[config.mk]
export PLATFORM = sky130hd
export DESIGN_NAME = sacl_ram
export DESIGN_NICKNAME = d
export VERILOG_FILES = /design/src/sacl_ram.sv
export SDC_FILE = /design/constraint.sdc
export NUM_CORES = 1
export LEC_CHECK = 0
export ABC_AREA = 1
export BUFFER_PORTS_ARGS = -buffer_cell sky130_fd_sc_hd__buf_2
export CAP_MARGIN = 20
export CORE_MARGIN = 10
export CORE_UTILIZATION = 50
export DETAILED_ROUTE_END_ITERATION = 10
export PLACE_DENSITY = 0.67
export REMOVE_ABC_BUFFERS = 1
export SYNTH_ARGS = -nofsm -noshare
export SYNTH_HDL_FRONTEND = slang
export SYNTH_SLANG_ARGS = --single-unit
export TNS_END_PERCENT = 50
[constraint.sdc]
create_clock -name clk -period 2.7 [get_ports clk]
set_clock_uncertainty 0.2 [all_clocks]
set_input_delay 0.405 -clock clk [delete_from_list [all_inputs] [get_ports clk]]
set_output_delay 0.405 -clock clk [all_outputs]
set_load 0.05 [all_outputs]
[src/sacl_ram.sv]
`timescale 1ns / 1ps
// ----------------------------------------------------------------------------
// Generic simple dual-port RAM
// One write port and one read port with registered read data.
// ----------------------------------------------------------------------------
module sacl_ram #(
	parameter int WIDTH = 8,
	parameter int DEPTH = 16
) (
	input  logic                     clk,
	input  logic                     we,
	input  logic [$clog2(DEPTH)-1:0] waddr,
	input  logic [WIDTH-1:0]         wdata,
	input  logic                     re,
	input  logic [$clog2(DEPTH)-1:0] raddr,
	output logic [WIDTH-1:0]         rdata
);

	logic [WIDTH-1:0] mem_q [DEPTH];

	always_ff @(posedge clk) begin
		if (we) begin
			mem_q[waddr] <= wdata;
		end
		if (re) begin
			rdata <= mem_q[raddr];
		end
	end

endmodule

==> Word level (Yosys, flattened, before mapping) <==
Memory sizes are Yosys's and may differ from the RTL's. A register that Yosys moved wholly into a read port is not among the register bits.
Cells that the tools add are included.
{ "op_classes": {"muxes": 2} }
{ "op_table": {"columns": ["operator", "count"], "rows": [
  ["$mux 1", 2]
]} }
{ "word_totals": {"ff_bits": 0, "mem_bits_rw": 128, "in_bits": 19, "out_inout_bits": 8, "elab_cells": 3, "mem_count": 1} }
{ "memory_table": {"columns": ["name", "words", "width", "rd", "rd_ports_with_merged_regs", "write_ports", "line_no", "text"], "rows": [
  ["mem_q", 16, 8, 1, 1, 1, "19", "logic [WIDTH-1:0] mem_q [DEPTH];"]
]} }

==> Logic depth before layout (Yosys ltp) <==
Gate-level depths: netlist of the first run.
{ "logic_depth": {"ltp_word": 2, "ltp_mapped": 8, "depth_no_buf": 7} }

==> Least setup slack after synthesis of the first run <==
Ideal clock, no wire load.
{ "synth_path": {"path_type": "input port to flip-flop", "startpoint": "input port waddr[2]", "endpoint": "memory mem_q[10][0], enable pin", "setup_ps": 370, "arrival_ps": 986, "t_required_ps": 2130, "path_slack_ps": 1144, "path_stages": 2, "path_buffers": 0, "cell_sequence": "nand3b_1 -> nor2_1"} }
{ "synth_rtl": {"columns": ["element", "line_no", "text"], "rows": [
  ["start, declared", "12", "input logic [$clog2(DEPTH)-1:0] waddr,"],
  ["end, declared", "19", null]
]} }
No word-level cell before the write port.

==> results of run 1 <==
## flip-flops by register name, indices dropped and copies added (netlist names)
signal / cells
mem_q: 128
rdata: 8
## critical path: stages
cell     delay (ns)
buf_2          0.55
inv_2          0.45
nand3_1        0.20
nand3_1        0.16
nand3_1        0.14
nand2_1        0.05
## worst paths after layout
path / slack [ns] / endpoint / depth (start not counted) / start
worst max-delay path: 0.68 / rdata[7] / 6 / raddr[1]
worst min-delay path: 0.14 / rdata[2] / 1 / re
worst max register to register: 1.29 / rdata[1] / 6 / mem_q[15][1]
worst min register to register: 0.56 / rdata[3] / 6 / mem_q[10][3]
## power by group through the flow
stage | sequential, mW | combinational [mW] | clock [mW]
6_report | 2.39 | 0.314 | 2.65
5_1_grt | 2.40 | 0.348 | 2.75
4_1_cts | 2.39 | 0.314 | 2.67
3_5_place_dp | 2.44 | 0.311 | 0
3_3_place_gp | 2.43 | 0.309 | 0
2_1_floorplan | 2.47 | 0.128 | 0
## logic make-up after synthesis
family | count (synthesis) | share of synthesized area, %
DFF | 136 | 69.8
buffers and inverters | 126 | 9.39
and+or+nand+nor | 289 | 20.8
## cell usage in the layout (no fill, tap or decap), drive strengths merged
cell,netlist,final
buf,24,31
bufinv,0,7
clkbuf,0,17
clkinv,0,7
clkinvlp,0,1
edfxtp,136,136
inv,102,102
nand2,173,173
nand3,97,97
nand3b,2,2
nor2,17,17
## per-stage QoR
stage / setup slack [ns] / cell area (sq um) / std cells / utilization, % / hold WS [ns]
4_1_cts: 0.740 / 6720 / 733 / 58.9 / 0.132
5_1_grt: 0.571 / 6720 / 733 / 58.9 / 0.141
3_3_place_gp: 0.353 / 6040 / 701 / 52.9 / 0.538
3_5_place_dp: 0.311 / 6040 / 701 / 52.9 / 0.549
6_report: 0.683 / 6720 / 733 / 58.9 / 0.144
2_1_floorplan: 0.974 / 5680 / 527 / - / 0.304
## metal layers
layer	global-route usage, %	vias to the layer above
li1	-	1834
met1	22.4	1852
met2	26.1	184
met3	4.55	22
met4	6.82	0
met5	0	-
## cell type report
type                            instances  area [sq um]  area share, %
Clock buffer                           17           425           6.33
Timing Repair Buffer                   31           180           2.68
Clock inverter                         15           255           3.80
Sequential cell                       136          4080           60.8
Inverter                              102           383           5.70
Tap cell                              143           179           2.66
Multi-Input combinational cell        289          1210           18.1
==> metrics, run 1 <==
run status=complete, no violations; ranking of synthesized cells by area=edfxtp_1 (70%), nand2_1 (11%), nand3_1 (8.3%); Max Clk Rate=0.496 GHz; Area growth syn-to-layout=14.9%; Clock power frac=around half; WL/cell=roughly 18 um; die height=128 um; Resized cells post-CTS=0; Seq pwr share=44.6%; number of synthesized flops with an enable pin=136; # diodes=0; DR pass1 iterations=5; clock sinks=136; peak supply drop=401 uV; Worst Path Max Fanout=33; Sw Share=20.4%; grt ovf=0; Remaining DRCs=0; I/O pin total=27; fin nets=between 500 and 600; Final Setup Violations=0; Final period util=74.7%; Hold Path Class=in2reg; P per Cell Area=797 mW/mm^2; cts bufs inserted=17; first-pass GRT wire length=21100 um; Max clock buf depth=2; Tightest Pin Transition=0.884 ns; top-area cell type share of the netlist area=69.8%; main flop type after synthesis=edfxtp_1; Post-DP HPWL=8210 um; gr usage total=17.0%; initial antenna violation count=0; min Tclk post-route=2.02 ns; post-synth top area cell=edfxtp_1; I/O Buffers=26; CP Capture Type=flop; Required @ worst endpoint=2.68 ns; most used standard cell by instance count after synthesis=nand2_1; routed wl met3=1040 um; met2 WL=6410 um; vias in the first global route=3783; Vias/cell=5.31; setup_tns=0 ns; CTS tree=done; CTS H-tree lvls=4; Mean Syn Cell Area=between 10 and 15 sq um; crit path DAT=~2.0 ns; total number of vias=3892; sequential-to-total area share from yosys stat=69.8%; starting density of the core=51.2%; Yosys reg bits=136; Hold-fix buffers, CTS=0; FILL cells=937; synthesized area=0.00585 sq mm; fin. max-slew vios=0; final hold vios=0; sw power=1.09 mW; slew margin rel.=about two fifths; RSZ-0062 raised after global routing=false; largest net degree at the start of global routing=65; # Post-CTS Setup Buffers=0; die area=0.0164 sq mm; Setup CP Type=in2reg; Iter 0 DRT Violations=464; Syn. warnings=0; count of cell types in the netlist=11; Core ar.=between 0.01 and 0.015 sq mm; GP Congestion=0.873; crit start category=input port; final wirelength=roughly 13000 um; antenna-violating nets left=0; Combinational Power Share=5.9%; clock latency on the worst-skew pair=between 0.4 and 0.5 ns; Root Driver=clkbuf_16; ys async rst share=0%; clk slew on worst S/H paths=0.06 ns; leakage power=2.89 nW; Max-cap violations=0; Metal-1 WL=5710 um; number of cell rows=39; max layer used=met4; power consumption=5.36 mW; Post-synth top cells=nand2_1 (173), edfxtp_1 (136), inv_1 (100), nand3_1 (97), nor2_1 (17); die width=128 um; Mapped Cells=between 500 and 600; Internal Power=between 4 and 5 mW; layout cell share with drive strength beyond 1=10.8%
Power figures use the tool's default switching activity.
==> inputs of run 2 (changes only) <==
==> constraint.sdc (replaced) <==
create_clock -name clk -period 1.9 [get_ports clk]
set_clock_uncertainty 0.2 [all_clocks]
set_input_delay 0.285 -clock clk [delete_from_list [all_inputs] [get_ports clk]]
set_output_delay 0.285 -clock clk [all_outputs]
set_load 0.05 [all_outputs]
==> run 2 against run 1 <==
Compared with the run above: power grew 30%; global-route usage shrank 0.59 points; routed wire length shrank 1.8%; first-iteration DRC count grew 30%; sequential power grew 42%; via count grew 2.1%; combinational power grew 46%; sequential share of layout area shrank 0.30 points; critical path depth shrank 5; register-to-register slack lost 0.75 ns; critical path type is now reg2out.
==> metrics, run 2 (same netlist as run 1, synthesis figures left out) <==
run status=complete, no violations; number of cell rows=39; Vias/cell=5.30; leakage power=2.93 nW; layout cell share with drive strength beyond 1=about an eighth; slew margin rel.=58.3%; Seq pwr share=about half; max reg flops=roughly 130; die area=roughly 0.016 sq mm; clk slew on worst S/H paths=approximately 0.050 ns; delay-heaviest family, CP=flip-flops; Placement Setup Slack=about 0.20 ns; CTS tree=done; CP max stage cell=edfxtp_1; crit start category=flop; first-pass GRT wire length=20400 um; Tightest Pin Transition=about 0.62 ns; gr usage total=16.4%; # Post-CTS Setup Buffers=0; GP Congestion=0.850; # diodes=0; Final period util=79.4%; RSZ-0062 raised after global routing=false; clock latency on the worst-skew pair=0.42 ns; Hold Path Class=in2reg; setup_tns=0 ns; I/O Buffers=26; Setup CP Type=reg2out; CTS H-tree lvls=4; initial antenna violation count=0; DR pass1 iterations=6; Remaining DRCs=0; Area growth syn-to-layout=15.5%; clock sinks=136; crit-path cells=buf_2; design area=0.00675 sq mm; fin. max-slew vios=0; Clock power frac=44.5%; Hold-fix buffers, CTS=0; I/O pin total=27; grt ovf=0; Required @ worst endpoint=between 1 and 1.5 ns; Final WS setup=0.391 ns; Worst Path Max Fanout=1; Post-DP HPWL=8050 um; Resized cells post-CTS=0; cts bufs inserted=17; die width=128 um; sw power=1.54 mW; final wirelength=around 13000 um; post-placement cell area=0.00619 sq mm; max incr delay on CP=about 0.34 ns; biggest regs=mem_q: 128 flops, rdata: 8 flops; CP Capture Type=output port; Internal Power=5.41 mW; vias in the first global route=3724; antenna-violating nets left=0; WL/cell=17.6 um; Final Setup Violations=0; Max clock buf depth=2; Largest Register=mem_q; crit path DAT=approximately 1.0 ns; worst path bufs/invs=1; largest net degree at the start of global routing=65; final hold vios=0; die height=128 um; Max-cap violations=0; commonest non-fill, non-tap cell in the layout=nand2_1; Root Driver=clkbuf_16; P per Cell Area=1030 mW/mm^2; Combinational Power Share=6.6%; most frequent cells in the layout=nand2_1 (173), edfxtp_1 (136), inv_1 (100), nand3_1 (97), buf_2 (26); min Tclk post-route=1.51 ns; Sw Share=~22%; Core ar.=roughly 0.011 sq mm; starting density of the core=slightly above 50%; Iter 0 DRT Violations=602; Max Clk Rate=between 0.6 and 0.7 GHz; final core utilization=59.1%; fin nets=613; power consumption=6.95 mW; peak supply drop=roughly 610 uV; total number of vias=3973
-- run 2: through the flow --
step / hold slack, ns / instances
2_1_floorplan: 0.184 / 527
3_3_place_gp: 0.449 / 718
3_5_place_dp: 0.449 / 718
4_1_cts: 0.0216 / 750
5_1_grt: 0.0183 / 750
6_report: 0.0218 / 750
-- run 2: power groups by stage --
stage / registers [mW] / clock network, mW / logic (mW)
floorplan: 3.51 / 0 / 0.181
global placement: 3.46 / 0 / 0.449
detailed placement: 3.46 / 0 / 0.456
CTS: 3.40 / 3.10 / 0.459
global route: 3.40 / 3.24 / 0.504
finish: 3.40 / 3.09 / 0.459
-- run 2: per-layer routing --
layer	vias up	track usage, %	routed length (um)
met3	27	3.89	982
met4	0	7.95	331
li1	1867	-	-
met2	194	24.9	6140
met1	1885	21.6	5730
met5	-	0	0
-- run 2: final timing paths --
path / from / end / slack (ns) / cells past startpoint
worst max-delay path: rdata[5] / rdata[5] / 0.39 / 1
worst min-delay path: re / rdata[3] / 0.02 / 1
worst max register to register: mem_q[5][4] / rdata[4] / 0.54 / 6
worst min register to register: mem_q[14][4] / rdata[4] / 0.54 / 6
-- run 2: layout make-up --
class / count / area (sq um)
sequential: 136 / 4080
tap: 143 / 179
clock buffer: 17 / 425
inverter: 102 / 383
timing repair buffer: 48 / 333
multi-input combinational: 289 / 1210
clock inverter: 15 / 136
fill: 911 / 4660
