### src/sacl_pkg.sv
`timescale 1ns / 1ps
// ----------------------------------------------------------------------------
// Set-associative LRU cache lookup package
// Shared types and constants for the cache lookup core.
// ----------------------------------------------------------------------------
package sacl_pkg;

	localparam int TAG_W     = 30;
	localparam int STAMP_W   = 32;
	localparam int COUNT_W   = 32;
	localparam int ADDRESS_W = 32;
	localparam int CFG_IDX_W = 2;

	localparam logic [CFG_IDX_W-1:0] CFG_INDEX_BITS  = 2'd0;
	localparam logic [CFG_IDX_W-1:0] CFG_OFFSET_BITS = 2'd1;
	localparam logic [CFG_IDX_W-1:0] CFG_WAYS        = 2'd2;

	localparam logic [3:0] INDEX_BITS_RST  = 4'd10;
	localparam logic [3:0] OFFSET_BITS_RST = 4'd2;
	localparam logic [2:0] WAYS_RST        = 3'd1;
	localparam logic [3:0] OFFSET_BITS_MIN = 4'd2;
	localparam logic [3:0] OFFSET_BITS_MAX = 4'd8;

	typedef struct packed {
		logic               valid;
		logic [TAG_W-1:0]   tag;
		logic [STAMP_W-1:0] stamp;
	} sacl_line_t;

	typedef enum logic [2:0] {
		S_CLEAR,
		S_IDLE,
		S_SPLIT,
		S_SCAN,
		S_WRITE
	} sacl_state_t;

endpackage

### src/sacl_split.sv
`timescale 1ns / 1ps
// ----------------------------------------------------------------------------
// Address splitter
// Clamps the field widths and cuts an address into set index and tag.
// ----------------------------------------------------------------------------
module sacl_split #(
	parameter int SET_BITS = 10
) (
	input  logic [sacl_pkg::ADDRESS_W-1:0] address,
	input  logic [3:0]                     index_bits,
	input  logic [3:0]                     offset_bits,
	output logic [SET_BITS-1:0]            set_index,
	output logic [sacl_pkg::TAG_W-1:0]     line_tag
);

	logic [3:0]                     ib;
	logic [3:0]                     ob;
	logic [4:0]                     tag_shift;
	logic [sacl_pkg::ADDRESS_W-1:0] off_shifted;
	logic [sacl_pkg::ADDRESS_W-1:0] tag_shifted;
	logic [SET_BITS-1:0]            set_mask;

	always_comb begin
		if (int'(index_bits) > SET_BITS) begin
			ib = 4'(SET_BITS);
		end else begin
			ib = index_bits;
		end
		if (offset_bits < sacl_pkg::OFFSET_BITS_MIN) begin
			ob = sacl_pkg::OFFSET_BITS_MIN;
		end else if (offset_bits > sacl_pkg::OFFSET_BITS_MAX) begin
			ob = sacl_pkg::OFFSET_BITS_MAX;
		end else begin
			ob = offset_bits;
		end
		tag_shift   = {1'b0, ib} + {1'b0, ob};
		off_shifted = address >> ob;
		tag_shifted = address >> tag_shift;
		set_mask    = ~({SET_BITS{1'b1}} << ib);
		set_index   = off_shifted[SET_BITS-1:0] & set_mask;
		line_tag    = tag_shifted[sacl_pkg::TAG_W-1:0];
	end

endmodule

### config.mk
export PLATFORM = sky130hd
export DESIGN_NAME = sacl_split
export DESIGN_NICKNAME = d
export VERILOG_FILES = /design/src/sacl_pkg.sv /design/src/sacl_split.sv
export SDC_FILE = /design/constraint.sdc
export NUM_CORES = 1
export LEC_CHECK = 0
export ABC_AREA = 1
export CORE_ASPECT_RATIO = 1.5
export CORE_MARGIN = 4
export CORE_UTILIZATION = 70
export DETAILED_ROUTE_END_ITERATION = 10
export DONT_BUFFER_PORTS = 1
export PLACE_DENSITY = 0.9
export SYNTH_ARGS = -nofsm -noshare
export SYNTH_HDL_FRONTEND = slang
export SYNTH_SLANG_ARGS = --single-unit
### constraint.sdc
create_clock -name vclk -period 3.15
set_input_delay 0 -clock vclk [all_inputs]
set_output_delay 0 -clock vclk [all_outputs]
set_load 0.005 [all_outputs]
# After elaboration in Yosys (flattened, before gate mapping)
# Index checks and enable logic that the tools add are counted.
# totals
in_bits,40
output_inout_bits,40
regBits,0
wordCells,12
# op_classes
n_mux,3
bitwise_logic,2
n_lt_le_gt_ge,3
shifts,3
add_sub_neg,1
# op_table
op,n
32-bit by 4-bit right shift with 10-bit output,1
32-bit by 5-bit right shift with 30-bit output,1
4-bit 2-to-1 mux,3
10-bit bitwise AND,1
10-bit inverter,1
10-bit by 4-bit left shift with 10-bit output (first input constant),1
4-bit > comparator (second input constant),2
4-bit by 4-bit adder with 5-bit output,1
4-bit by 2-bit < comparator with 1-bit output (second input constant),1

# Logic depth before layout (Yosys ltp)
# Gate-level depths: netlist of the first run.
# logic_depth
depth_word,5
mapped_depth,19

# Worst setup path before layout of the first run
# OpenSTA, ideal clock, no wires.
# synth_timing
path_kind,input to output
from,in offset_bits[2]
to,out line_tag[23] (netlist bit)
cell_stages,12
n_path_buf,3
slack_ns,1.181
required_ns,3.150
arrival_ns,1.969
path_cell_list,buf_6 nor2_1 nor2_4 buf_2 ha_1 ha_1 inv_1 buf_1 nand3_1 o211ai_1 nand2_1 nor2_1
# synth_via
elab_chain_cells,5
# synth_rtl
element,line_no,text
"start, declared",sacl_split.sv:11,"input logic [3:0] offset_bits,"
4-bit > comparator,sacl_split.sv:31,end else if (offset_bits > sacl_pkg::OFFSET_BITS_MAX) begin
4-bit 2-to-1 mux,sacl_split.sv:31,
4-bit 2-to-1 mux (*),sacl_split.sv:29,if (offset_bits < sacl_pkg::OFFSET_BITS_MIN) begin
4-bit by 4-bit adder with 5-bit output (*),sacl_split.sv:36,"tag_shift = {1'b0, ib} + {1'b0, ob};"
32-bit by 5-bit right shift with 30-bit output (*),sacl_split.sv:38,tag_shifted = address >> tag_shift;
"end, declared",sacl_split.sv:13,output logic [sacl_pkg::TAG_W-1:0] line_tag
# Every way passes the cells marked *; elsewhere a longest branch is shown, timed or not.

# Worst setup path after layout of the first run
# layout_timing
from,in offset_bits[3]
to,out line_tag[0] (netlist bit)
# Same word-level chain as after synthesis.

==> run_summary.xml, run 1 <==
<?xml version="1.0" encoding="UTF-8"?>
<metrics>
  <group name="run_status">
    <metric name="outcome" unit="">completed</metric>
  </group>
  <group name="power">
    <metric name="combPwrFrac" unit="%">100.0</metric>
    <metric name="power.static_leakage" unit="nW">1.25</metric>
    <metric name="vdd.ir_drop.worst" unit="V">0.000171</metric>
    <metric name="power.density" unit="mW/mm^2">290</metric>
    <metric name="netsw" unit="mW">0.497</metric>
    <metric name="cell_internal_pwr" unit="mW">0.218</metric>
    <metric name="share_clk_of_total_power" unit="%">0</metric>
    <metric name="seq_pwr_share" unit="%">0</metric>
    <metric name="sw_frac_of_total" unit="%">69.5</metric>
  </group>
  <group name="floorplan">
    <metric name="die_height" unit="um">82.5</metric>
    <metric name="floorplan.rows" unit="">26</metric>
    <metric name="die_x" unit="um">57.7</metric>
    <metric name="design.portCount" unit="">80</metric>
    <metric name="initial_core_utilization" unit="%">74.5</metric>
    <metric name="die_area" unit="mm^2">0.00476</metric>
    <metric name="core" unit="mm^2">0.00348</metric>
  </group>
  <group name="global_routing">
    <metric name="overflow" unit="">0</metric>
    <metric name="grt_first_pass_wirelength" unit="um">14400</metric>
    <metric name="grt_antenna_before_repair" unit="">0</metric>
    <metric name="globalRouteTotalUtil" unit="%">37.3</metric>
    <metric name="grt_pass1_vias" unit="">3220</metric>
    <metric name="grt_max_degree" unit="">34</metric>
  </group>
  <group name="final_layout">
    <metric name="numSequentialCells" unit="">0</metric>
    <metric name="area_growth_syn_to_layout" unit="%">-5.02</metric>
    <metric name="layout-drive-gt1-share" unit="%">7.01</metric>
    <metric name="fin_nets" unit="">544</metric>
    <metric name="post_layout_utilization_of_the_core" unit="%">70.7</metric>
    <metric name="antenna-diode-count" unit="">0</metric>
    <metric name="nClkBuffers" unit="">0</metric>
    <metric name="layout.area.seq" unit="um^2">0</metric>
  </group>
  <group name="place">
    <metric name="place.detailed.hpwl" unit="um">7120</metric>
    <metric name="place.gp.congestion" unit="">1.00</metric>
    <metric name="buffers_added_on_ports" unit="">0</metric>
  </group>
  <group name="worst_setup_path">
    <metric name="timing.critical_path.fanout_max" unit="">33</metric>
    <metric name="critical_path_data_arrival_time" unit="ns">2.32</metric>
    <metric name="critPathKind" unit="">in2out</metric>
    <metric name="cp_data_required_time" unit="ns">3.15</metric>
    <metric name="critical_path.startpoint_type" unit="">input port</metric>
    <metric name="worstSetupEndpointType" unit="">primary output</metric>
  </group>
  <group name="timing">
    <metric name="worst_slew_pin_slew" unit="ns">0.620</metric>
    <metric name="fin_crit_sh" unit="%">73.7</metric>
    <metric name="finalSetupViolations" unit="">0</metric>
    <metric name="slew_viol_final" unit="">0</metric>
    <metric name="setup_tns" unit="ns">0</metric>
    <metric name="fmax" unit="MHz">431</metric>
    <metric name="report.final.hold_viol_count" unit="">0</metric>
    <metric name="maxSlewHeadroom" unit="%">58.6</metric>
    <metric name="grt_setup_unrepaired" unit="">false</metric>
    <metric name="finalCriticalPeriod" unit="ns">2.32</metric>
  </group>
  <group name="route">
    <metric name="detail_route.wl_per_cell" unit="um">16.7</metric>
    <metric name="route.antenna.remaining_nets" unit="">0</metric>
    <metric name="vias_per_cell" unit="">6.74</metric>
    <metric name="drt_iter0_drc" unit="">327</metric>
    <metric name="first_pass_iters" unit="">6</metric>
    <metric name="post-route-drc-count" unit="">0</metric>
    <metric name="dr_total_vias" unit="">3649</metric>
    <metric name="drt_wl_total" unit="um">9010</metric>
  </group>
  <group name="cts">
    <metric name="cts_hold_buffers" unit="">0</metric>
    <metric name="cts_setup_buffers" unit="">0</metric>
    <metric name="post_cts_resize_count" unit="">0</metric>
  </group>
  <group name="logic_synthesis">
    <metric name="yosys_warning_count" unit="">0</metric>
    <metric name="mappedNetlistNets" unit="">575</metric>
    <metric name="post_synthesis_sequential_area_ratio" unit="%">0</metric>
    <metric name="synthesized_area_per_cell" unit="um^2">4.87</metric>
    <metric name="post_synth_num_cell_types" unit="">34</metric>
    <metric name="synthesized_instance_count" unit="">532</metric>
    <metric name="synth.cell_area" unit="mm^2">0.00259</metric>
  </group>
  <group name="worst_hold_path">
    <metric name="worstHoldPathType" unit="">in2out</metric>
    <metric name="hold_path_depth" unit="">1</metric>
    <metric name="timing.hold.worst_endpoint" unit="">set_index[6]</metric>
    <metric name="holdCritStartpoint" unit="">index_bits[3]</metric>
  </group>
  <group name="run">
    <metric name="maxCapViolations" unit="">0</metric>
  </group>
</metrics>
[layout make-up]
cell class / count / area, um^2
multi-input combinational: 462 / 2250
timing repair buffer: 4 / 30.0
fill: 369 / 1020
tap: 42 / 52.6
inverter: 33 / 126
[synthesized netlist by cell type (all sizes together)]
cell type | count | area share [%]
a31oi | 1 | 0.48
o2111ai | 1 | 0.34
a211oi | 1 | 0.29
o221ai | 3 | 1.0
o211ai | 6 | 1.7
nor3 | 2 | 0.39
inv | 32 | 4.7
nand4 | 3 | 0.72
clkbuf | 8 | 1.2
o21a | 1 | 0.29
buf | 29 | 7.0
clkinv | 1 | 0.14
o21ai | 32 | 6.6
nand3 | 194 | 38
a221oi | 1 | 0.34
nand2 | 164 | 26
o21bai | 1 | 0.29
or2 | 2 | 0.48
nor2 | 34 | 6.1
ha | 3 | 1.4
nand3b | 1 | 0.29
a21oi | 12 | 2.6
[layer usage]
metal	wire length [um]	vias to the layer above	track usage [%]
li1	-	1758	-
met1	3200	1593	38.3
met2	4460	254	71.4
met3	818	44	4.98
met4	542	0	20.6
met5	0	-	0
[per-stage QoR]
step | hold slack (ns) | worst slack, ns | instance area, um^2 | instances | power (mW)
2_1_floorplan | 0.119 | 1.18 | 2590 | 532 | 0.595
3_3_place_gp | 0.123 | 0.913 | 2460 | 541 | 0.687
3_5_place_dp | 0.120 | 0.877 | 2460 | 541 | 0.696
4_1_cts | 0.123 | 0.879 | 2460 | 541 | 0.698
5_1_grt | 0.127 | 0.574 | 2460 | 541 | 0.799
6_report | 0.122 | 0.828 | 2460 | 541 | 0.715
[worst max-delay path, cell delays in order]
cell and delay [ns]:
sky130_fd_sc_hd__inv_4 0.14, sky130_fd_sc_hd__nand2_2 0.09, sky130_fd_sc_hd__nor2_4 0.26, sky130_fd_sc_hd__ha_1 0.23
sky130_fd_sc_hd__ha_1 0.15, sky130_fd_sc_hd__inv_1 0.05, sky130_fd_sc_hd__nand3_1 0.12, sky130_fd_sc_hd__nand2_4 0.22
sky130_fd_sc_hd__inv_2 0.47, sky130_fd_sc_hd__nand3_1 0.25, sky130_fd_sc_hd__nand3_1 0.16, sky130_fd_sc_hd__nand3_1 0.08
sky130_fd_sc_hd__nand2_1 0.10
[power groups by stage]
stage               sequential [mW]  clock [mW]  combinational (mW)
finish                            0           0               0.715
global route                      0           0               0.799
CTS                               0           0               0.698
detailed placement                0           0               0.696
global placement                  0           0               0.687
floorplan                         0           0               0.595
[cells by family (layout without fill, tap and decap cells)]
| logic type | Yosys count | after routing | share of synthesized area [%] |
|---|---|---|---|
| buffers and inverters | 70 | 37 | 13.1 |
| adders and majority gates | 3 | 3 | 1.45 |
| AOI/OAI and AO/OA | 59 | 59 | 14.0 |
| and+or+nand+nor | 400 | 400 | 71.5 |
[how the worst max path moves through the flow]
stage,cells after the start,endpoint,from
3_3_place_gp,13,line_tag[16],offset_bits[3]
2_1_floorplan,12,line_tag[23],offset_bits[2]
4_1_cts,13,line_tag[16],offset_bits[3]
3_5_place_dp,13,line_tag[0],offset_bits[3]
6_report,13,line_tag[0],offset_bits[3]
5_1_grt,13,line_tag[0],offset_bits[3]
[placed cells by master (no fill, tap or decap), types with 6 or more instances in the layout]
cell                         n
sky130_fd_sc_hd__nor2_1     30
sky130_fd_sc_hd__nand3_1   193
sky130_fd_sc_hd__a21oi_1    10
sky130_fd_sc_hd__o211ai_1    6
sky130_fd_sc_hd__nand2_1   153
sky130_fd_sc_hd__inv_2       8
sky130_fd_sc_hd__inv_1      23
sky130_fd_sc_hd__nand2_2     7
sky130_fd_sc_hd__o21ai_0    30
No activity file was read; power rests on OpenSTA's default activity.
==> run 2, diff against run 1 <==
--- a/config.mk
+++ b/config.mk
@@ -5,13 +5,13 @@
 export SDC_FILE = /design/constraint.sdc
 export NUM_CORES = 1
 export LEC_CHECK = 0
-export ABC_AREA = 1
+export ABC_AREA = 0
 export CORE_ASPECT_RATIO = 1.5
 export CORE_MARGIN = 4
-export CORE_UTILIZATION = 70
+export CORE_UTILIZATION = 69
 export DETAILED_ROUTE_END_ITERATION = 10
 export DONT_BUFFER_PORTS = 1
-export PLACE_DENSITY = 0.9
+export PLACE_DENSITY = 0.89
 export SYNTH_ARGS = -nofsm -noshare
 export SYNTH_HDL_FRONTEND = slang
 export SYNTH_SLANG_ARGS = --single-unit
==> constraint.sdc (replaced) <==
create_clock -name vclk -period 2.4
set_input_delay 0 -clock vclk [all_inputs]
set_output_delay 0 -clock vclk [all_outputs]
set_load 0.005 [all_outputs]
==> run_summary.xml, run 2 <==
<?xml version="1.0" encoding="UTF-8"?>
<metrics>
  <group name="route">
    <metric name="highest-signal-layer" unit="">met4</metric>
    <metric name="route.antenna.remaining_nets" unit="">0</metric>
    <metric name="dr_total_vias" unit="">2985</metric>
    <metric name="drt_wl_total" unit="um">9930</metric>
    <metric name="drt_iter0_drc" unit="">393</metric>
    <metric name="detail_route.wl_per_cell" unit="um">28.1</metric>
    <metric name="vias_per_cell" unit="">8.43</metric>
    <metric name="met1Wirelength" unit="um">3180</metric>
    <metric name="met3RoutedLength" unit="um">999</metric>
    <metric name="met2_length" unit="um">5150</metric>
    <metric name="first_pass_iters" unit="">5</metric>
    <metric name="post-route-drc-count" unit="">0</metric>
  </group>
  <group name="worst_setup_path">
    <metric name="critical_path_data_arrival_time" unit="ns">2.59</metric>
    <metric name="cp_data_required_time" unit="ns">2.40</metric>
    <metric name="critical_path.startpoint_type" unit="">input port</metric>
    <metric name="worstSetupEndpointType" unit="">primary output</metric>
    <metric name="critPathKind" unit="">in2out</metric>
    <metric name="timing.critical_path.cells" unit="">nand2b_4 -&gt; or2_4 -&gt; inv_4 -&gt; ha_4 -&gt; ha_4 -&gt; and3b_1 -&gt; a31oi_2 -&gt; a31o_1 -&gt; and2_4 -&gt; buf_12 -&gt; mux4_2 -&gt; inv_2 -&gt; mux4_2 -&gt; o22ai_2</metric>
    <metric name="timing.critical_path.fanout_max" unit="">11</metric>
    <metric name="cpPeakStageDelay" unit="ns">0.52</metric>
    <metric name="critical_path.slowest_cell" unit="">sky130_fd_sc_hd__mux4_2</metric>
  </group>
  <group name="cts">
    <metric name="cts_hold_buffers" unit="">0</metric>
  </group>
  <group name="power">
    <metric name="power.static_leakage" unit="nW">1.18</metric>
    <metric name="power.density" unit="mW/mm^2">406</metric>
    <metric name="total_power" unit="mW">1.25</metric>
    <metric name="vdd.ir_drop.worst" unit="V">0.000362</metric>
  </group>
  <group name="timing">
    <metric name="finalCriticalPeriod" unit="ns">2.59</metric>
    <metric name="grt_setup_unrepaired" unit="">true</metric>
    <metric name="slew_viol_final" unit="">0</metric>
    <metric name="maxSlewHeadroom" unit="%">60.8</metric>
    <metric name="fmax" unit="MHz">386</metric>
    <metric name="worst_slew_pin_slew" unit="ns">0.588</metric>
    <metric name="finalSetupViolations" unit="">21</metric>
    <metric name="fin_crit_sh" unit="%">108</metric>
    <metric name="worst_slack" unit="ns">-0.190</metric>
    <metric name="report.final.hold_viol_count" unit="">0</metric>
  </group>
  <group name="place">
    <metric name="buffers_added_on_ports" unit="">0</metric>
    <metric name="place.gp.congestion" unit="">0.989</metric>
    <metric name="dpl-instance-area" unit="mm^2">0.00277</metric>
    <metric name="place.detailed.hpwl" unit="um">6680</metric>
  </group>
  <group name="floorplan">
    <metric name="core" unit="mm^2">0.00345</metric>
    <metric name="die_area" unit="mm^2">0.00464</metric>
    <metric name="die_height" unit="um">81.4</metric>
    <metric name="die_x" unit="um">57.0</metric>
    <metric name="design.portCount" unit="">80</metric>
    <metric name="floorplan.rows" unit="">26</metric>
    <metric name="initial_core_utilization" unit="%">72.0</metric>
  </group>
  <group name="final_layout">
    <metric name="layout_common_cells" unit="">sky130_fd_sc_hd__buf_4 (37), sky130_fd_sc_hd__mux4_2 (34), sky130_fd_sc_hd__nand2_1 (28)</metric>
    <metric name="final_cell_area" unit="mm^2">0.00307</metric>
    <metric name="leading_cell_type_in_the_layout_fill_and_taps_excluded" unit="">sky130_fd_sc_hd__buf_4</metric>
    <metric name="numSequentialCells" unit="">0</metric>
    <metric name="layout-drive-gt1-share" unit="%">45.2</metric>
    <metric name="fin_nets" unit="">357</metric>
    <metric name="layout.filler_cells" unit="">157</metric>
    <metric name="layout.area.seq" unit="um^2">0</metric>
    <metric name="antenna-diode-count" unit="">0</metric>
    <metric name="nClkBuffers" unit="">0</metric>
    <metric name="area_growth_syn_to_layout" unit="%">23.7</metric>
  </group>
  <group name="logic_synthesis">
    <metric name="post_synthesis_sequential_area_ratio" unit="%">0</metric>
    <metric name="yosys.area.top_type" unit="">sky130_fd_sc_hd__mux4_2</metric>
    <metric name="synth.cell_area" unit="mm^2">0.00248</metric>
    <metric name="yosys-top-cells-count" unit="">sky130_fd_sc_hd__mux4_2 (34), sky130_fd_sc_hd__nand2_1 (30), sky130_fd_sc_hd__mux2i_1 (29), sky130_fd_sc_hd__nor2_1 (29), sky130_fd_sc_hd__a21oi_1 (23)</metric>
    <metric name="synthesized_area_per_cell" unit="um^2">8.27</metric>
    <metric name="synthMostInstantiatedCell" unit="">sky130_fd_sc_hd__mux4_2</metric>
    <metric name="synth_top_cells_by_area" unit="">sky130_fd_sc_hd__mux4_2 (31%), sky130_fd_sc_hd__mux2i_1 (12%), sky130_fd_sc_hd__mux2_2 (5.4%), sky130_fd_sc_hd__a21oi_1 (4.6%), sky130_fd_sc_hd__nand2_1 (4.5%)</metric>
    <metric name="yosys_warning_count" unit="">0</metric>
    <metric name="synthesized_instance_count" unit="">300</metric>
    <metric name="post_synth_num_cell_types" unit="">54</metric>
    <metric name="synthDominantCellAreaShare" unit="%">30.9</metric>
    <metric name="mappedNetlistNets" unit="">343</metric>
  </group>
  <group name="global_routing">
    <metric name="grt_pass1_vias" unit="">2900</metric>
    <metric name="grt_antenna_before_repair" unit="">0</metric>
    <metric name="globalRouteTotalUtil" unit="%">40.9</metric>
    <metric name="grt_max_degree" unit="">39</metric>
    <metric name="overflow" unit="">0</metric>
    <metric name="grt_first_pass_wirelength" unit="um">14800</metric>
  </group>
  <group name="run_status">
    <metric name="failed_checks" unit="">negative setup slack</metric>
    <metric name="outcome" unit="">finished with violations</metric>
  </group>
  <group name="worst_hold_path">
    <metric name="hold_path_depth" unit="">2</metric>
    <metric name="worstHoldPathType" unit="">in2out</metric>
  </group>
  <group name="run">
    <metric name="maxCapViolations" unit="">0</metric>
  </group>
</metrics>
-- run 2: worst paths after layout --
check	from	to	slack [ns]
worst max-delay path	offset_bits[3]	line_tag[9]	-0.19
worst min-delay path	index_bits[3]	set_index[8]	0.11
-- run 2: layout make-up --
| cell class | count | area [um^2] | area share (%) |
|---|---|---|---|
| multi-input combinational | 264 | 2610 | 84.9 |
| timing repair buffer | 43 | 389 | 12.7 |
| tap | 42 | 52.6 | 1.71 |
| inverter | 5 | 21.3 | 0.693 |
-- run 2: worst max-delay path, delay by kind of cell --
family                   cells  cell delay (ns)
AND/OR/NAND/NOR              4             0.75
adder cells (fa/ha/maj)      2             0.28
buffers and inverters        3             0.27
AO/OA/AOI/OAI                3             0.49
multiplexers                 2             0.78
-- run 2: kinds of logic (layout without fill, tap and decap cells) --
kind of cell / count (synthesis) / in the layout / synth area share [%]
buffers and inverters: 36 / 48 / 7.06
multiplexers: 76 / 76 / 49.1
AND/OR/NAND/NOR: 93 / 93 / 17.9
XOR/XNOR: 3 / 3 / 1.06
adder cells (fa/ha/maj): 3 / 3 / 1.51
AO/OA/AOI/OAI: 89 / 89 / 23.4
-- run 2: metrics by stage --
stage | setup WS, ns | std cells | hold WS (ns) | utilization (%) | setup TNS [ns]
3_5_place_dp | -0.186 | 342 | 0.113 | 80.2 | -1.09
3_3_place_gp | -0.0245 | 342 | 0.106 | 80.2 | -0.0571
5_1_grt | -0.227 | 354 | 0.141 | 89.0 | -3.16
2_1_floorplan | -0.421 | 300 | 0.144 | - | -6.74
6_report | -0.190 | 354 | 0.114 | 89.0 | -2.07
4_1_cts | -0.0857 | 349 | 0.112 | 85.2 | -0.503
-- run 2: power breakdown --
group          internal, mW  switching [mW]  total (mW)
clock                     0               0           0
sequential                0               0           0
combinational         0.598           0.647        1.25
total                 0.598           0.647        1.25
-- run 2: layer usage --
layer	up-vias	GRT usage (%)
met5	-	0
met4	0	17.6
met3	77	5.97
met2	307	77.1
met1	1392	45.0
li1	1209	-
-- run 2: timing repair --
item | in CTS | in global routing
endpoints found under the hold margin | 0 | 0
pin swaps | 10 | 8
buffers inserted | 6 | 6
gates resized for setup | 21 | 25
gates cloned | 1 | 0
setup endpoints to repair | 14 | 25
==> run 3, diff against run 2 <==
--- a/config.mk
+++ b/config.mk
@@ -8,10 +8,10 @@
 export ABC_AREA = 0
 export CORE_ASPECT_RATIO = 1.5
 export CORE_MARGIN = 4
-export CORE_UTILIZATION = 69
+export CORE_UTILIZATION = 57
 export DETAILED_ROUTE_END_ITERATION = 10
 export DONT_BUFFER_PORTS = 1
-export PLACE_DENSITY = 0.89
+export PLACE_DENSITY = 0.76
 export SYNTH_ARGS = -nofsm -noshare
 export SYNTH_HDL_FRONTEND = slang
 export SYNTH_SLANG_ARGS = --single-unit
==> run_summary.xml, run 3 (synthesis gave the netlist of run 2 again) <==
<?xml version="1.0" encoding="UTF-8"?>
<metrics>
  <group name="final_layout">
    <metric name="fin_nets" unit="">356</metric>
    <metric name="antenna-diode-count" unit="">0</metric>
    <metric name="layout-drive-gt1-share" unit="%">45.0</metric>
    <metric name="post_layout_utilization_of_the_core" unit="%">72.4</metric>
    <metric name="nClkBuffers" unit="">0</metric>
    <metric name="layout.area.seq" unit="um^2">0</metric>
    <metric name="area_growth_syn_to_layout" unit="%">22.7</metric>
    <metric name="instances_no_fill" unit="">357</metric>
    <metric name="layout.filler_cells" unit="">323</metric>
    <metric name="numSequentialCells" unit="">0</metric>
    <metric name="layout_common_cells" unit="">sky130_fd_sc_hd__buf_4 (37), sky130_fd_sc_hd__mux4_2 (34), sky130_fd_sc_hd__nand2_1 (28)</metric>
    <metric name="leading_cell_type_in_the_layout_fill_and_taps_excluded" unit="">sky130_fd_sc_hd__buf_4</metric>
    <metric name="multi_input_comb_area" unit="mm^2">0.00260</metric>
  </group>
  <group name="global_routing">
    <metric name="grt_pass1_vias" unit="">2725</metric>
    <metric name="grt_max_degree" unit="">39</metric>
    <metric name="overflow" unit="">0</metric>
    <metric name="grt_antenna_before_repair" unit="">0</metric>
    <metric name="grt_first_pass_wirelength" unit="um">13600</metric>
    <metric name="globalRouteTotalUtil" unit="%">32.5</metric>
  </group>
  <group name="place">
    <metric name="dp_worst_setup_slack" unit="ns">-0.161</metric>
    <metric name="place.gp.congestion" unit="">1.05</metric>
    <metric name="place_inst" unit="">348</metric>
    <metric name="buffers_added_on_ports" unit="">0</metric>
    <metric name="place.detailed.hpwl" unit="um">6720</metric>
  </group>
  <group name="worst_setup_path">
    <metric name="crit_buf_inv" unit="">3</metric>
    <metric name="worstSetupEndpointType" unit="">primary output</metric>
    <metric name="critical_path.slowest_cell" unit="">sky130_fd_sc_hd__mux4_2</metric>
    <metric name="critical_path_data_arrival_time" unit="ns">2.50</metric>
    <metric name="cp_data_required_time" unit="ns">2.40</metric>
    <metric name="timing.critical_path.fanout_max" unit="">17</metric>
    <metric name="critical_path.startpoint_type" unit="">input port</metric>
    <metric name="timing.critical_path.cells" unit="">nand2b_4 -&gt; or2_4 -&gt; inv_4 -&gt; ha_4 -&gt; ha_4 -&gt; and3b_1 -&gt; a31oi_2 -&gt; a31o_1 -&gt; and2_4 -&gt; buf_12 -&gt; mux4_2 -&gt; inv_2 -&gt; mux4_2 -&gt; o22ai_2</metric>
    <metric name="critical_path.top_delay_family" unit="">multiplexers</metric>
    <metric name="critPathKind" unit="">in2out</metric>
    <metric name="cpPeakStageDelay" unit="ns">0.55</metric>
  </group>
  <group name="timing">
    <metric name="fin_crit_sh" unit="%">104</metric>
    <metric name="setup_tns" unit="ns">-0.358</metric>
    <metric name="worst_slew_pin_slew" unit="ns">0.552</metric>
    <metric name="worst_slack" unit="ns">-0.0992</metric>
    <metric name="fmax" unit="MHz">400</metric>
    <metric name="grt_setup_unrepaired" unit="">true</metric>
    <metric name="report.final.hold_viol_count" unit="">0</metric>
    <metric name="slew_viol_final" unit="">0</metric>
    <metric name="finalCriticalPeriod" unit="ns">2.50</metric>
    <metric name="maxSlewHeadroom" unit="%">63.2</metric>
    <metric name="finalSetupViolations" unit="">5</metric>
  </group>
  <group name="power">
    <metric name="power.density" unit="mW/mm^2">399</metric>
    <metric name="vdd.ir_drop.worst" unit="V">0.000327</metric>
    <metric name="power.static_leakage" unit="nW">1.18</metric>
  </group>
  <group name="run_status">
    <metric name="outcome" unit="">finished with violations</metric>
    <metric name="failed_checks" unit="">negative setup slack</metric>
  </group>
  <group name="route">
    <metric name="drt_iter0_drc" unit="">271</metric>
    <metric name="first_pass_iters" unit="">5</metric>
    <metric name="detail_route.wl_per_cell" unit="um">25.0</metric>
    <metric name="drt_wl_total" unit="um">8920</metric>
    <metric name="route.antenna.remaining_nets" unit="">0</metric>
    <metric name="vias_per_cell" unit="">7.80</metric>
    <metric name="post-route-drc-count" unit="">0</metric>
    <metric name="dr_total_vias" unit="">2783</metric>
  </group>
  <group name="floorplan">
    <metric name="die_height" unit="um">88.8</metric>
    <metric name="core" unit="mm^2">0.00421</metric>
    <metric name="die_x" unit="um">61.9</metric>
    <metric name="initial_core_utilization" unit="%">58.9</metric>
    <metric name="floorplan.rows" unit="">29</metric>
    <metric name="design.portCount" unit="">80</metric>
    <metric name="die_area" unit="mm^2">0.00549</metric>
  </group>
  <group name="cts">
    <metric name="cts_hold_buffers" unit="">0</metric>
  </group>
  <group name="worst_hold_path">
    <metric name="worstHoldPathType" unit="">in2out</metric>
  </group>
  <group name="run">
    <metric name="maxCapViolations" unit="">0</metric>
  </group>
</metrics>
==> run 3: cell count changes in the layout (fill, tap and decap cells not counted), sizes merged <==
cell  previous run  this run
buf             43        42
==> run 3: worst paths after layout <==
check | from | depth (start not counted) | slack [ns] | end
max | offset_bits[3] | 14 | -0.1 | line_tag[9]
min | index_bits[3] | 2 | 0.11 | set_index[8]
==> run 3: cell type report <==
type / count / area share, %
inverters: 5 / 0.698
repair buffers: 42 / 12.1
multi-input cells: 264 / 85.3
well taps: 46 / 1.89
==> run 3: repair_timing <==
| item | 4_1_cts | 5_1_grt |
|---|---|---|
| pin swaps | 6 | 11 |
| gates resized for setup | 16 | 30 |
| setup buffers | 5 | 4 |
| setup endpoints to repair | 18 | 25 |
==> run 3: per-stage QoR <==
step | power (mW) | cell area [um^2] | hold WS, ns
2_1_floorplan | 0.804 | 2620 | 0.144
3_3_place_gp | 1.00 | 2790 | 0.106
3_5_place_dp | 1.03 | 2790 | 0.111
4_1_cts | 1.08 | 2880 | 0.110
5_1_grt | 1.29 | 3050 | 0.124
6_report | 1.22 | 3050 | 0.113
==> run 3: routing by layer <==
metal	part of all wire (%)	up-vias	wire, um	GRT usage, %
met5	0	-	0	0
met1	34	1349	3080	37.2
li1	-	1208	-	-
met2	53	193	4690	57.3
met3	8.6	33	768	5.55
met4	4.3	0	380	14.5
==> run 3: power by group <==
| group | leakage [nW] | internal, mW | switching, mW | total [mW] |
|---|---|---|---|---|
| Combinational | 1.18 | 0.599 | 0.616 | 1.22 |
| Clock | 0 | 0 | 0 | 0 |
| Sequential | 0 | 0 | 0 | 0 |
| Total | 1.18 | 0.599 | 0.616 | 1.22 |
